`config.mk`:
```
export PLATFORM = sky130hd
export DESIGN_NAME = gn2_perm_ram
export DESIGN_NICKNAME = d
export VERILOG_FILES = /design/src/sv/gn2_pkg.sv /design/src/sv/gn2_perm_ram.sv
export SDC_FILE = /design/constraint.sdc
export NUM_CORES = 2
export LEC_CHECK = 0
export BUFFER_PORTS_ARGS = -buffer_cell sky130_fd_sc_hd__buf_2
export CAP_MARGIN = 20
export CORE_ASPECT_RATIO = 1.4
export CORE_UTILIZATION = 45
export CTS_CLUSTER_SIZE = 16
export DETAILED_ROUTE_END_ITERATION = 12
export HOLD_SLACK_MARGIN = 0.12
export PLACE_DENSITY = 0.64
export SYNTH_ARGS = -nofsm -noshare
export SYNTH_HDL_FRONTEND = slang
export SYNTH_SLANG_ARGS = --single-unit
```
`constraint.sdc`:
```
create_clock -name clock -period 3.2 [get_ports clock]
set_input_delay 0.64 -clock clock [delete_from_list [all_inputs] [get_ports clock]]
set_output_delay 0.64 -clock clock [all_outputs]
set_load 0.05 [all_outputs]
```
`src/sv/gn2_pkg.sv`:
```
package gn2_pkg;

   localparam int unsigned TABLE_BITS = 8;
   localparam int unsigned FRAC_W     = 16;
   localparam int unsigned ADDR_W     = 3;

   localparam logic [15:0] FREQ_RESET = 16'd3277;

   typedef enum logic {
      CMD_EVAL = 1'b0,
      CMD_LOAD = 1'b1
   } cmd_type;

   typedef enum logic [0:0] {
      REG_FREQUENCY = 1'b0,
      REG_NONE      = 1'b1
   } reg_index_type;

   // improved gradient set: 12 cube-edge vectors, 4 repeated
   function automatic logic signed [18:0] grad_dot(input logic [3:0] h,
                                                   input logic signed [16:0] dx,
                                                   input logic signed [16:0] dy);
      logic signed [18:0] u;
      logic signed [18:0] v;
      u = (h < 4'd8) ? 19'(dx) : 19'(dy);
      if (h < 4'd4) begin
         v = 19'(dy);
      end else if (h == 4'd12 || h == 4'd14) begin
         v = 19'(dx);
      end else begin
         v = '0;
      end
      if (h[0]) begin
         u = -u;
      end
      if (h[1]) begin
         v = -v;
      end
      return u + v;
   endfunction

endpackage

```
`src/sv/gn2_perm_ram.sv`:
```
module gn2_perm_ram
   import gn2_pkg::*;
(
   input  logic                  clock,
   input  logic                  wr_en,
   input  logic [TABLE_BITS-1:0] wr_addr,
   input  logic [7:0]            wr_data,
   input  logic                  rd_en,
   input  logic [TABLE_BITS-1:0] rd_addr,
   output logic [7:0]            rd_data
);

   logic [7:0] mem [0:(1<<TABLE_BITS)-1];
   logic [7:0] rd_data_ff;

   always_ff @(posedge clock) begin
      if (wr_en) begin
         mem[wr_addr] <= wr_data;
      end
   end

   always_ff @(posedge clock) begin
      if (rd_en) begin
         rd_data_ff <= mem[rd_addr];
      end
   end

   assign rd_data = rd_data_ff;

endmodule

```
==> Word level (Yosys, flattened, before mapping) <==
Memory sizes are Yosys's and may differ from the RTL's. A register that Yosys moved wholly into a read port is not among the register bits.
Index checks and enable logic that the tools add are counted.
{ "totals": {"word_cells": 3, "mem_count": 1, "register_bits": 0, "ramBits": 2048} }
{ "mem_list": {"columns": ["memory", "words", "word_bits", "rd", "rd_ports_with_merged_regs", "wr", "line_no", "rtl"], "rows": [
  ["mem", 256, 8, 1, 1, 1, "gn2_perm_ram.sv:13", "logic [7:0] mem [0:(1<<TABLE_BITS)-1];"]
]} }
{ "op_classes": {"mux": 2} }
{ "op_table": {"columns": ["cell", "n"], "rows": [
  ["$mux W1", 2]
]} }

==> Longest topological paths before layout <==
{ "logic_depth": {"word_depth": 2, "ltp_mapped": 11, "ltp_nobuf": 6} }

==> Worst setup path before layout <==
No wires, ideal clock.
{ "synth_path": {"kind": "input -> register", "start": "in rd_addr[0]", "end": "reg rd_data_ff[2] (netlist: rd_data[2]) (read register of mem), data pin", "arrival_ps": 2447, "setup_time_ps": 269, "path_buffers": 4, "stages": 9, "setup_slack_ps": 484, "path_cell_list": "buf_6 -> buf_12 -> buf_8 -> buf_2 -> mux4_2 -> a22oi_1 -> a21oi_1 -> nor4_1 -> nor4_2"} }
{ "synth_lines": {"columns": ["element", "line_no", "rtl"], "rows": [
  ["from (decl)", "gn2_perm_ram.sv:9", "input logic [TABLE_BITS-1:0] rd_addr,"],
  ["to (decl)", "gn2_perm_ram.sv:14", "logic [7:0] rd_data_ff;"]
]} }

==> impl_metrics.csv <==
group,metric,value,unit
timing,rsz0062_at_grt,"no",
global_route,grt_pass1_vias,41281,
synthesis,syn_nets,3760,
clock_tree,post_cts_buffers,0,
synthesis,synth.area.top_cells,"sky130_fd_sc_hd__edfxtp_1 78%, sky130_fd_sc_hd__mux4_2 13%, sky130_fd_sc_hd__mux2i_1 1.7%",
critical_path,critPathCaptureType,"register",
cells_and_area,area_growth,16.49,%
critical_path,ff2ff_setup_slack,0.32,ns
timing,setup_violations,0,
floorplan,placeableCoreArea,175800,sq um
detailed_routing,met1_length,72750,um
floorplan,design.die.area,178700,sq um
placed_design,io_buffer_count,34,
critical_path,critical_path.reg2reg.startpoint,"mem[86][2]$_DFFE_PP_",
global_route,grt_antenna_before_repair,19,
detailed_routing,route.detailed.wl_per_inst,29.31,um
critical_path,cp-startpoint,"rd_addr[0]",
synthesis,yosysWarnings,0,
clock_tree,num_cts_buffers,178,
power,power_density,586.1,nW/um^2
timing,max_freq,0.3405,GHz
global_route,pin_count_of_the_biggest_net_entering_global_routing,122,
critical_path,critical_path.startpoint_type,"input pin",
critical_path,required,3.78,ns
critical_path,worstReg2RegEnd,"rd_data[2]$_DFFE_PP_",
synthesis,yosys.area.top_type,"sky130_fd_sc_hd__edfxtp_1",
synthesis,post-synth-top-area-fraction,77.53,%
global_route,grtUsageTotal,22.43,%
synthesis,edff_count_synth,2056,
cells_and_area,finalInstanceArea,92770,sq um
critical_path,critPathArrivalTime,3.51,ns
timing,timing.final.crit_period,2.937,ns
cells_and_area,final_core_util,52.77,%
critical_path,r2r.worst_path.cells,6,
timing,fin_skew,0.02532,ns
detailed_routing,wl_met3,12840,um
synthesis,syn-cell-area,79640,sq um
floorplan,die_y,499.8,um
run_status,run_status,"finished, final reports clean",
timing,worstMarginPinSlew,0.9075,ns
floorplan,fp.dieW,357.5,um
placed_design,gp_congestion,0.8785,
cells_and_area,final_layout_size_suffix_gt1_share,30.97,%
power,leakagePower,29.76,nW
clock_tree,number_of_buffers_between_clock_root_and_the_deepest_sink,3,
synthesis,synth_async_sr_flop_share,0,%
detailed_routing,initialDrtViolationCount,4243,
critical_path,criticalPathCategory,"in2reg",
clock_tree,insertion_delay,0.82,ns
worst_hold_path,hold_path.class,"in2reg",
power,power.total,54.37,mW
timing,timing.final.hold_violations,0,
synthesis,synth_area_per_cell,21.33,sq um
timing,post-route-period-util,91.78,%
detailed_routing,routed-wl-met2,103800,um
placed_design,placement.cell_area,86980,sq um
clock_tree,cts_root_buf,"sky130_fd_sc_hd__clkbuf_16",
flow_run,max-cap-violations,0,
synthesis,synth.yosys.seq_area_share,77.53,%
detailed_routing,route.antenna.remaining_nets,0,
timing,final-max-slew-violation-count,0,
timing,headroom_to_the_max_slew_limit,39.50,%
global_route,wire_length_of_the_first_global_routing_pass,287400,um
synthesis,yosysUniqueCellTypes,54,
critical_path,cp_max_fo,19,
detailed_routing,route.top_layer_used,"met5",
floorplan,floorplan.initialDensity,45.30,%
cells_and_area,fillCellCount,13534,
floorplan,io_pins,35,
clock_tree,postCtsHoldBufs,0,
synthesis,yosys_register_bits,2056,
detailed_routing,routed_vias,40410,
synthesis,synth_cells,3733,
detailed_routing,routed_wirelength,198800,um
detailed_routing,detailedRoute.firstPassIterationCount,7,
power,vdd_drop_max,519.1,uV
synthesis,ys.flop_type,"sky130_fd_sc_hd__edfxtp_1",
detailed_routing,total_drc_errors_in_the_routed_layout,0,
placed_design,hpwlAfterDp,131400,um
clock_tree,clk_pin_slew,0.07,ns
cells_and_area,multiInputGateArea,16500,sq um
critical_path,worstSetupEndpoint,"rd_data[2]$_DFFE_PP_",
clock_tree,cts_tree,"yes",
global_route,grt.overflow.total,0,
clock_tree,cts_repair_resize_count,0,
cells_and_area,num-nets-final,4359,
cells_and_area,seq_area,61740,sq um
clock_tree,cts.sink_count,2056,
detailed_routing,drt-vias-per-instance,5.958,
floorplan,floorplan.rows,182,
clock_tree,cts-htree-levels,4,
## stage by stage
step,setup slack [ns],TNS (ns),hold slack [ns],instances
after detailed placement,-0.5607,-2.583,1.042,6452
after floorplan,0.4839,0,0.7389,3733
after global routing,0.2136,0,0.2082,6777
final,0.2630,0,0.2317,6782
after global placement,-0.5614,-2.694,1.042,6452
after CTS,0.2958,0,0.1713,6776
## critical path, cell delays in order
cell and delay (ns):
sky130_fd_sc_hd__buf_8 0.19, sky130_fd_sc_hd__buf_12 0.22, sky130_fd_sc_hd__buf_12 0.20, sky130_fd_sc_hd__buf_12 0.17, sky130_fd_sc_hd__buf_12 0.18, sky130_fd_sc_hd__mux2i_1 0.27, sky130_fd_sc_hd__o221ai_1 0.23, sky130_fd_sc_hd__o211ai_1 0.22
sky130_fd_sc_hd__a21oi_1 0.16, sky130_fd_sc_hd__nor4_1 0.68, sky130_fd_sc_hd__buf_4 0.25, sky130_fd_sc_hd__nor4_2 0.04
## worst min path at each step
stage | start | end | slack [ns] | cells after the start
after global routing | rd_en | rd_data[1]$_DFFE_PP_ | 0.21 | 1
final | rd_en | rd_data[1]$_DFFE_PP_ | 0.23 | 1
after detailed placement | rd_en | rd_data[1]$_DFFE_PP_ | 1.04 | 1
after floorplan | wr_data[0] | mem[0][0]$_DFFE_PP_ | 0.74 | 0
after CTS | rd_en | rd_data[6]$_DFFE_PP_ | 0.17 | 1
after global placement | rd_en | rd_data[1]$_DFFE_PP_ | 1.04 | 1
## layer usage
metal	vias up	track usage, %
met5	-	0
met3	382	3.275
li1	16884	-
met4	16	10.25
met1	21572	27.61
met2	1556	39.00
## Yosys cell counts (all sizes together), types with 22 or more instances
library cell  instances
edfxtp             2056
a21oi                96
nor2                282
nand3                34
clkbuf              111
a22oi               133
o22ai                28
buf                 122
mux4                456
nor2b                31
nor3                 22
nand2                33
o221ai               47
nor4                 27
mux2i               134
## area by class of cell
class / count / share of cell area (%)
well taps: 2300 / 3.102
flip-flops and latches: 2056 / 66.55
multi-input cells: 1442 / 17.79
inverters: 2 / 0.008093
clock inverters: 110 / 1.153
diodes: 6 / 0.01619
repair buffers: 652 / 6.319
clock buffers: 214 / 5.062
## registers in the layout (all words and copies together) (netlist names)
name and flops:
mem 2048, rd_data 8
## report_power, final
part | leakage (nW) | total, mW | internal (mW) | switching, mW
clock network | 2.84 | 21.6 | 12.1 | 9.52
logic | 8.44 | 3.05 | 1.21 | 1.84
registers | 18.5 | 29.7 | 29.7 | 0.0366
## layout by cell type, fill, tap and decap left out, drive strengths merged, types with 8 or more instances in the layout
cell / netlist / final
mux4: 456 / 456
clkbuf: 111 / 217
o22ai: 28 / 28
a22oi: 133 / 133
bufinv: 0 / 20
nand4: 10 / 10
nor3: 22 / 22
buf: 122 / 649
nor2: 282 / 282
nand2b: 8 / 8
nand3: 34 / 34
o211ai: 10 / 10
mux2i: 134 / 134
a211oi: 16 / 16
a21oi: 96 / 96
o21ai: 12 / 12
inv: 1 / 8
clkinv: 1 / 79
a22o: 8 / 8
nor2b: 31 / 31
o221ai: 47 / 47
nand2: 33 / 33
a221oi: 14 / 14
nor4: 27 / 27
edfxtp: 2056 / 2056
## cell families (layout without fill, tap and decap cells)
family	count (synthesis)	after routing	synth area share, %
AO/OA/AOI/OAI	385	385	3.416
buffers and inverters	235	978	1.829
flip-flops	2056	2056	77.53
multiplexers	591	591	14.60
other	0	6	0
AND/OR/NAND/NOR	466	466	2.625
Note: power is estimated with default switching activity, not from simulation.
